===== config.mk =====
export PLATFORM = sky130hd
export DESIGN_NAME = oqpe_cell
export DESIGN_NICKNAME = d
export VERILOG_FILES = /design/src/sv/oqpe_pkg.sv /design/src/sv/oqpe_cell.sv
export SDC_FILE = /design/constraint.sdc
export NUM_CORES = 1
export LEC_CHECK = 0
export ABC_AREA = 1
export BUFFER_PORTS_ARGS = -buffer_cell sky130_fd_sc_hd__buf_2
export CORE_MARGIN = 2
export CORE_UTILIZATION = 42
export CTS_BUF_LIST = sky130_fd_sc_hd__clkbuf_8 sky130_fd_sc_hd__clkbuf_16
export DETAILED_ROUTE_END_ITERATION = 12
export GPL_TIMING_DRIVEN = 0
export PLACE_DENSITY = 0.76
export SYNTH_ARGS = -nofsm -noshare
export SYNTH_HDL_FRONTEND = slang
export SYNTH_SLANG_ARGS = --single-unit

===== constraint.sdc =====
create_clock -name clk -period 3 [get_ports clk]
set_input_delay 0.6 -clock clk [delete_from_list [all_inputs] [get_ports clk]]
set_output_delay 0.6 -clock clk [all_outputs]
set_load 0.005 [all_outputs]

===== src/sv/oqpe_pkg.sv =====
`timescale 1ns / 1ps
// Shared types and constants for the ordered queue with positional edit.
// No dependencies; used by the interfaces, the cell and the top level.
package oqpe_pkg;

	localparam int unsigned DATA_W = 32;
	localparam int unsigned CNT_W  = 7;
	localparam int unsigned POS_W  = 7;
	localparam int unsigned REQ_W  = 3;
	localparam int unsigned STAT_W = 2;

	typedef enum logic [REQ_W-1:0] {
		REQ_APPEND     = 3'd0,
		REQ_POP_FRONT  = 3'd1,
		REQ_PUSH_FRONT = 3'd2,
		REQ_INSERT_AT  = 3'd3,
		REQ_POP_BACK   = 3'd4,
		REQ_REMOVE_AT  = 3'd5,
		REQ_DUMP       = 3'd6
	} req_t;

	typedef enum logic [STAT_W-1:0] {
		ST_OK     = 2'd0,
		ST_FULL   = 2'd1,
		ST_EMPTY  = 2'd2,
		ST_BADPOS = 2'd3
	} status_t;

	typedef enum logic [2:0] {
		CELL_HOLD,
		CELL_WRITE,
		CELL_INSERT,
		CELL_REMOVE,
		CELL_ROTATE
	} cell_op_t;

	// Broadcast to every cell of the row each cycle.
	typedef struct packed {
		cell_op_t            op;
		logic [CNT_W-1:0]    idx;
		logic [DATA_W-1:0]   word;
	} cell_ctl_t;

endpackage


===== src/sv/oqpe_cell.sv =====
`timescale 1ns / 1ps
// One storage cell of the queue row; holds the entry at a fixed logical index.
// Depends on oqpe_pkg for the broadcast control struct.
module oqpe_cell #(
	parameter int unsigned IDX = 0
) (
	input  logic                        clk,
	input  oqpe_pkg::cell_ctl_t         ctl,
	input  logic [oqpe_pkg::DATA_W-1:0] prev_data,
	input  logic [oqpe_pkg::DATA_W-1:0] next_data,
	input  logic [oqpe_pkg::DATA_W-1:0] front_data,
	output logic [oqpe_pkg::DATA_W-1:0] data
);
	import oqpe_pkg::*;

	localparam logic [CNT_W-1:0] MY_IDX  = CNT_W'(IDX);
	localparam logic [CNT_W-1:0] MY_NEXT = CNT_W'(IDX + 1);

	logic [DATA_W-1:0] data_q;
	logic [DATA_W-1:0] data_d;

	always_comb begin
		data_d = data_q;
		case (ctl.op)
			CELL_WRITE: begin
				if (MY_IDX == ctl.idx) data_d = ctl.word;
			end
			CELL_INSERT: begin
				if (MY_IDX == ctl.idx) data_d = ctl.word;
				else if (MY_IDX > ctl.idx) data_d = prev_data;
			end
			CELL_REMOVE: begin
				if (MY_IDX >= ctl.idx) data_d = next_data;
			end
			CELL_ROTATE: begin
				// idx carries the occupancy; the back cell takes the old front
				if (MY_NEXT == ctl.idx) data_d = front_data;
				else if (MY_NEXT < ctl.idx) data_d = next_data;
			end
			default: data_d = data_q;
		endcase
	end

	always_ff @(posedge clk) begin
		data_q <= data_d;
	end

	assign data = data_q;

endmodule


# Yosys cells after proc, flatten, opt, wreduce, memory -nomap -nowiden
# Cells that the tools add are included.
dict set report classes {
  eq_ne 9
  shifts 0
  n_mul 0
  order_cmp 3
  bitwise_logic 0
  muxes 7
  div_mod_pow 0
  n_reduce_logical 3
  addsub 0
}
# operator count
set ops {}
lappend ops {{two-way mux 32 bit} 6}
lappend ops {{case mux 32 bit (4 select lines)} 1}
lappend ops {{equality test 1 x 7 -> 1 bit (first input constant)} 1}
lappend ops {{greater-or-equal comparator 1 x 7 -> 1 bit (first input constant)} 1}
lappend ops {{greater-than comparator 1 x 7 -> 1 bit (first input constant)} 1}
lappend ops {{zero test 7 bit} 1}
lappend ops {{< comparator 1 x 7 -> 1 bit (first input constant)} 1}
lappend ops {{equality test 3 x 2 -> 1 bit (second input constant)} 2}
lappend ops {{inequality test 3 bit (second input constant)} 2}
lappend ops {{AND reduction 5 bit} 1}
lappend ops {{inequality test 2 bit (second input constant)} 2}
lappend ops {{nonzero test 4 bit} 1}
lappend ops {{equality test 3 x 1 -> 1 bit (second input constant)} 1}
lappend ops {{equality test 3 bit (second input constant)} 1}
dict set report word_totals {
  ramBits 0
  latchBits 0
  memories 0
  romBits 0
  ff_bits 32
  out_inout_bits 32
}

# Logic depth before layout (Yosys ltp)
# Gate-level depths: netlist (run 1).
dict set report logic_depth {
  ltp_word 4
  ltp_mapped 8
}

# Worst setup path before layout (run 1)
# Ideal clock, no wire load.
dict set report synth_path {
  kind {input -> register}
  start {in ctl[35] in the netlist's numbering}
  end {reg data_q[0], in the netlist data[0], enable pin}
  required_ps 2575
  arrival_time_ps 2716
  cell_stages 6
  slack_ps -141
  path_cell_list {nor2_1 > nand2_4 > nor2_8 > inv_6 > buf_6 > o21ai_1}
}
dict set report synth_between {
  elab_chain_len 3
}
# element line_no
set synth_rtl {}
lappend synth_rtl {{from (decl)} oqpe_cell.sv:8} ;# input oqpe_pkg::cell_ctl_t ctl,
lappend synth_rtl {{< comparator 1 x 7 -> 1 bit (tied with other cells)} oqpe_cell.sv:38} ;# else if (MY_NEXT < ctl.idx) data_d = next_data;
lappend synth_rtl {{inequality test 3 bit (no line) or inequality test 2 bit (tied branches)} -}
lappend synth_rtl {{AND reduction 5 bit (no line) (*)} -}
lappend synth_rtl {{to (signal assigned)} oqpe_cell.sv:45} ;# data_q <= data_d;
lappend synth_rtl {{to (decl)} oqpe_cell.sv:19} ;# logic [DATA_W-1:0] data_q;
# Mark *: on every way between the ends. The rest lies on a longest branch, timed or not.
# A chain may end at the register's enable or synchronous reset.

# Worst setup path after layout (run 1)
dict set report layout_path {
  start {in ctl[35] in the netlist's numbering}
  end {reg data_q[18], in the netlist data[18], enable pin}
}
# Same word-level chain as after synthesis.

==> results of run 1 <==
[power breakdown]
group / switching [mW] / internal (mW) / total (mW)
logic: 0.189 / 0.154 / 0.343
clock network: 0.182 / 0.243 / 0.425
registers: 0.00572 / 0.527 / 0.533
total: 0.377 / 0.924 / 1.30
[synthesized netlist by cell type]
cell / n
a21oi_2: 1
buf_2: 12
buf_4: 5
buf_6: 5
clkbuf_1: 4
edfxtp_1: 32
inv_1: 130
inv_2: 3
inv_4: 1
inv_6: 1
nand2_1: 122
nand2_2: 10
nand2_4: 3
nand3_1: 96
nand4_1: 32
nor2_1: 3
nor2_2: 1
nor2_4: 3
nor2_8: 2
nor3_4: 1
o21ai_0: 33
o21ai_1: 1
[layer usage]
metal | track usage, % | vias up | share of wire, %
met2 | 43.9 | 201 | 50
met4 | 9.22 | 0 | 2.4
li1 | - | 1933 | -
met5 | 0 | - | 0
met3 | 4.01 | 29 | 7.5
met1 | 29.4 | 1654 | 40
[kinds of logic after synthesis]
| logic type | synth area share [%] |
|---|---|
| buf+inv | 21.6 |
| compound gates | 5.65 |
| simple gates | 42.4 |
| flops | 30.4 |
[layout make-up]
cell class,instances,area (um2)
Fill cell,757,3010
Multi-Input combinational cell,308,1530
Sequential cell,32,961
Timing Repair Buffer,171,878
Inverter,135,514
Buffer,26,169
Tap cell,99,124
Clock buffer,5,68.8
Clock inverter,3,38.8
[final timing paths]
check,startpoint,endpoint,slack [ps],depth (start not counted)
worst max-delay path,ctl[35],data[18],790,8
worst min-delay path,ctl[8],data[8],620,3
[stage by stage]
stage | setup slack (ps) | total power [mW]
floorplan | 474 | 0.708
global placement | -230 | 0.870
detailed placement | 467 | 0.882
CTS | 777 | 1.31
global route | 680 | 1.36
finish | 793 | 1.30
==> metrics.md, run 1 <==
| Metric | Value |
|---|---|
| Outcome | finished clean |
| Row count | 31 |
| Maximum vdd drop | 0.000144 V |
| Synth warn | 0 |
| Total GRT Usage | 24.5% |
| Synth top area cells | edfxtp_1 (30%), inv_1 (15%), nand3_1 (15%) |
| Power per Cell Area | 303 mW/mm2 |
| CP delay by family, top | buffers and inverters |
| Crit path buf inv count | 4 |
| Max reg flops | 32 |
| Commonest non-fill, non-tap cells in the layout | buf_2 (182), inv_1 (131), nand2_1 (122) |
| Class of the worst hold path | in2reg |
| Root Buffer | clkbuf_8 |
| Headroom to the max-slew limit | 59.2% |
| Remaining Overflow, GRT | 0 |
| Num CTS Buffers | 5 |
| CP Cell Sequence | buf_2 -> nor2_1 -> nand2_4 -> nor2_8 -> inv_6 -> buf_6 -> o21ai_4 -> buf_16 |
| DIE AREA | 0.00825 mm2 |
| Initial antenna violation count | 0 |
| Area added between synthesis and finish | 35.4% |
| Final hold viol count | 0 |
| Post-Route WL | 10.5 mm |
| Post-route ant nets | 0 |
| Worst-margin pin slew | 610 ps |
| Slowest CP cell | o21ai_4 |
| Final estimated routing congestion in global placement | 0.833 |
| Register area share after synthesis | 30.4% |
| Crit. End Element | register |
| Synth top area share | 30.4% |
| DR vias | 3817 |
| Largest net degree at the start of global routing | 20 |
| Clock Tree Buf Depth | 2 |
| # hold bufs at CTS | 0 |
| CP Launch Type | primary input |
| Drt wl/cell | 13.5 um |
| Placed insts | 771 |
| Die W | 90.8 um |
| CTS tree | built |
| Post-synth design cell area | 0.00317 mm2 |
| Crit path DAT | 2200 ps |
| Input/output buffers | 170 |
| Final setup vio count | 0 |
| Leak Pwr | 2.41 nW |
| Synthesized instance count | 501 |
| Placed inst area | 0.00418 mm2 |
| Critical path class | in2reg |
| Post-Syn Nets | 640 |
| IO Pins | 171 |
| Yosys top cell by area | edfxtp_1 |
| WHS | 617 ps |
| Chip height | 90.8 um |
| Post-cts resize count | 0 |
| Max incr delay on CP | 490 ps |
| Clock period minus worst slack | 2210 ps |
| Via-to-Cell Ratio | 4.90 |
| Drt drc | 0 |
| DP HPWL | 8.18 mm |
| Ant diodes | 0 |
| Final cell count without fillers | 779 |
| Clock sinks | 32 |
| Clock slew at reported path FFs | 80 ps |
| Layout cells sized above 1 | 33.4% |
| Fmax | 0.453 GHz |
| Htree depth | 2 |
| Final Core Density | 58.8% |
| Core footprint | 0.00729 mm2 |
| Period Utilization, post-route | 73.6% |
| Pre-Repair DR Iteration Count | 5 |
| Final TNS setup | 0 ps |
| Worst-path maximum fanout | 19 |
| Starting Density | 43.4% |
| Vias in the first global route | 3682 |
| Synth Area per Inst | 6.32 um2 |
| Synth Register Bits | 32 |
| Final Max Slew Viols | 0 |
| Commonest non-fill, non-tap cell in the layout | buf_2 |
| Final nets | 818 |
| First-pass GRT wire length | 16.5 mm |
| RSZ-0062 raised after global routing | false |
| MaxCap Viol Count | 0 |
| Setup Fix Bufs, Post-CTS | 0 |
| CP Data Required Time | 3000 ps |
| Initial DRC Count | 259 |
| Design area | 0.00429 mm2 |
| Unique cell type count in the Yosys netlist | 22 |
Note: power is estimated with default switching activity, not from simulation.
==> run 2, diff against run 1 <==
--- a/config.mk
+++ b/config.mk
@@ -5,14 +5,14 @@
 export SDC_FILE = /design/constraint.sdc
 export NUM_CORES = 1
 export LEC_CHECK = 0
-export ABC_AREA = 1
+export ABC_AREA = 0
 export BUFFER_PORTS_ARGS = -buffer_cell sky130_fd_sc_hd__buf_2
 export CORE_MARGIN = 2
-export CORE_UTILIZATION = 42
+export CORE_UTILIZATION = 40
 export CTS_BUF_LIST = sky130_fd_sc_hd__clkbuf_8 sky130_fd_sc_hd__clkbuf_16
 export DETAILED_ROUTE_END_ITERATION = 12
 export GPL_TIMING_DRIVEN = 0
-export PLACE_DENSITY = 0.76
+export PLACE_DENSITY = 0.75
 export SYNTH_ARGS = -nofsm -noshare
 export SYNTH_HDL_FRONTEND = slang
 export SYNTH_SLANG_ARGS = --single-unit
==> constraint.sdc (replaced) <==
create_clock -name clk -period 1.9 [get_ports clk]
set_input_delay 0.38 -clock clk [delete_from_list [all_inputs] [get_ports clk]]
set_output_delay 0.38 -clock clk [all_outputs]
set_load 0.005 [all_outputs]
==> metrics.md, run 2 <==
| Metric | Value |
|---|---|
| Clock period minus worst slack | 2190 ps |
| Power per Cell Area | 473 mW/mm2 |
| Post-synth top cells | o21ai_0 (36), clkbuf_1 (34) |
| Async set-reset flop share out of synthesis | 0% |
| Synth top area share | 33.4% |
| Chip height | 88.8 um |
| Yosys top cell by area | edfxtp_1 |
| Htree depth | 2 |
| Synth Register Bits | 32 |
| Post-synth EDFFs | 32 |
| Crit path DAT | 2210 ps |
| Unique cell type count in the Yosys netlist | 23 |
| Post-route ant nets | 0 |
| Synth Area per Inst | 8.29 um2 |
| Starting Density | 41.9% |
| Remaining Overflow, GRT | 0 |
| Period Utilization, post-route | 115% |
| Crit. End Element | register |
| CP endpoint | data[12] |
| Total GRT Usage | 28.6% |
| Num CTS Buffers | 5 |
| Maximum vdd drop | 0.000224 V |
| Final TNS setup | -11820 ps |
| Largest net degree at the start of global routing | 11 |
| Commonest non-fill, non-tap cells in the layout | buf_2 (168), o21ai_1 (35) |
| CP Launch Type | primary input |
| Pre-Repair DR Iteration Count | 4 |
| Multi-input gate area | 0.00178 mm2 |
| Worst-margin pin slew | 618 ps |
| Post-synth design cell area | 0.00288 mm2 |
| Input/output buffers | 169 |
| Final estimated routing congestion in global placement | 0.883 |
| RSZ-0062 raised after global routing | true |
| Class of the worst hold path | in2reg |
| Final setup vio count | 64 |
| Clock sinks | 32 |
| Worst-path maximum fanout | 8 |
| CP Data Required Time | 1910 ps |
| Drt drc | 0 |
| WHS | 388 ps |
| Register area share after synthesis | 33.4% |
| Final Max Slew Viols | 0 |
| Row count | 30 |
| Final hold viol count | 0 |
| Synth Flop Type | edfxtp_1 |
| MaxCap Viol Count | 0 |
| DR vias | 3786 |
| Cell mode on critical path | buf_12 |
| CTS tree | built |
| Die W | 88.8 um |
| Core footprint | 0.00687 mm2 |
| Post-Route WL | 11.9 mm |
| Worst setup path start | ctl[34] |
| Vias in the first global route | 3657 |
| Fmax | 0.456 GHz |
| WL met3 | 989 um |
| Pre-CTS WS | -1400 ps |
| Root Buffer | clkbuf_8 |
| Failing checks | negative setup slack |
| Design area | 0.00435 mm2 |
| Drt wl/cell | 18.6 um |
| Placed inst area | 0.00388 mm2 |
| Clock Tree Buf Depth | 2 |
| Cell depth of the worst setup path | 8 |
| Routed length on met1 | 4.77 mm |
| Top layer in use | met4 |
| CP delay by family, top | simple AND/OR/NAND/NOR gates |
| Via-to-Cell Ratio | 5.94 |
| Ant diodes | 0 |
| Layout cells sized above 1 | 46.4% |
| CP Cell Sequence | buf_6 -> or4_4 -> or4_4 -> buf_12 -> o31ai_4 -> buf_12 -> buf_12 -> buf_8 |
| DP HPWL | 8.26 mm |
| Initial DRC Count | 226 |
| Top-count cell post-synth | o21ai_0 |
| Synth warn | 0 |
| First-pass GRT wire length | 17.6 mm |
| Initial antenna violation count | 0 |
| Headroom to the max-slew limit | 58.8% |
| Synthesized instance count | 347 |
| Synth top area cells | edfxtp_1 (33%), o211ai_1 (8.3%), o21a_1 (8.3%) |
| Final worst slack | -294 ps |
| IO Pins | 171 |
| Slowest CP cell | or4_4 |
| Final Core Density | 63.3% |
| Clock slew at reported path FFs | 80 ps |
| Outcome | complete, but fails checks |
| Commonest non-fill, non-tap cell in the layout | buf_2 |
| Leak Pwr | 1.72 nW |
| Fillers | 623 |
| Max reg flops | 32 |
| Area added between synthesis and finish | 51.1% |
| Max incr delay on CP | 530 ps |
| Reg area | 961 um2 |
| Crit path buf inv count | 5 |
| DR WL met2 | 5.90 mm |
| Final nets | 680 |
| Post-Syn Nets | 486 |
| DIE AREA | 0.00789 mm2 |
| Critical path class | in2reg |
-- run 2: cells by family (layout without fill, tap and decap cells) --
family	Yosys count	count (layout)	synth area share (%)
AOI/OAI and AO/OA	162	162	35.4
buffers and inverters	45	239	7.22
DFF	32	32	33.4
and+or+nand+nor	107	107	23.7
xor gates and xnor gates	1	1	0.304
-- run 2: worst min-delay path by stage --
stage / startpoint / to / slack [ps] / cells past startpoint
floorplan: ctl[0] / data[0] / 580 / 1
global placement: ctl[4] / data[4] / 690 / 2
detailed placement: ctl[11] / data[11] / 690 / 2
CTS: ctl[16] / data[16] / 390 / 2
global route: ctl[4] / data[4] / 400 / 2
finish: ctl[16] / data[16] / 390 / 2
-- run 2: layout make-up --
| class | count | share of cell area (%) |
|---|---|---|
| repair buffers | 189 | 26.1 |
| flip-flops and latches | 32 | 22.1 |
| plain buffers | 43 | 6.44 |
| clock buffers | 5 | 1.58 |
| well taps | 96 | 2.76 |
| clock inverters | 2 | 0.201 |
| multi-input cells | 270 | 40.8 |
-- run 2: per-stage QoR --
stage          power [mW]  std cells
2_1_floorplan        1.18        347
3_3_place_gp         1.46        612
3_5_place_dp         1.48        613
4_1_cts              2.05        636
5_1_grt              2.14        637
6_report             2.06        637
-- run 2: per-layer routing --
metal / vias up / track usage [%]
met4: 0 / 8.82
met1: 1786 / 36.1
met3: 23 / 5.50
li1: 1764 / -
met2: 213 / 49.4
met5: - / 0
-- run 2: report_power, final --
group | internal (mW) | switching (mW)
Sequential | 0.839 | 0.00870
Combinational | 0.330 | 0.346
Clock | 0.244 | 0.288
-- run 2: timing repair --
action	4_1_cts	5_1_grt
gates cloned	4	1
resized for setup	42	36
endpoints found under the setup margin	64	64
hold buffers	0	0
pin swaps	18	49
buffers inserted	15	4
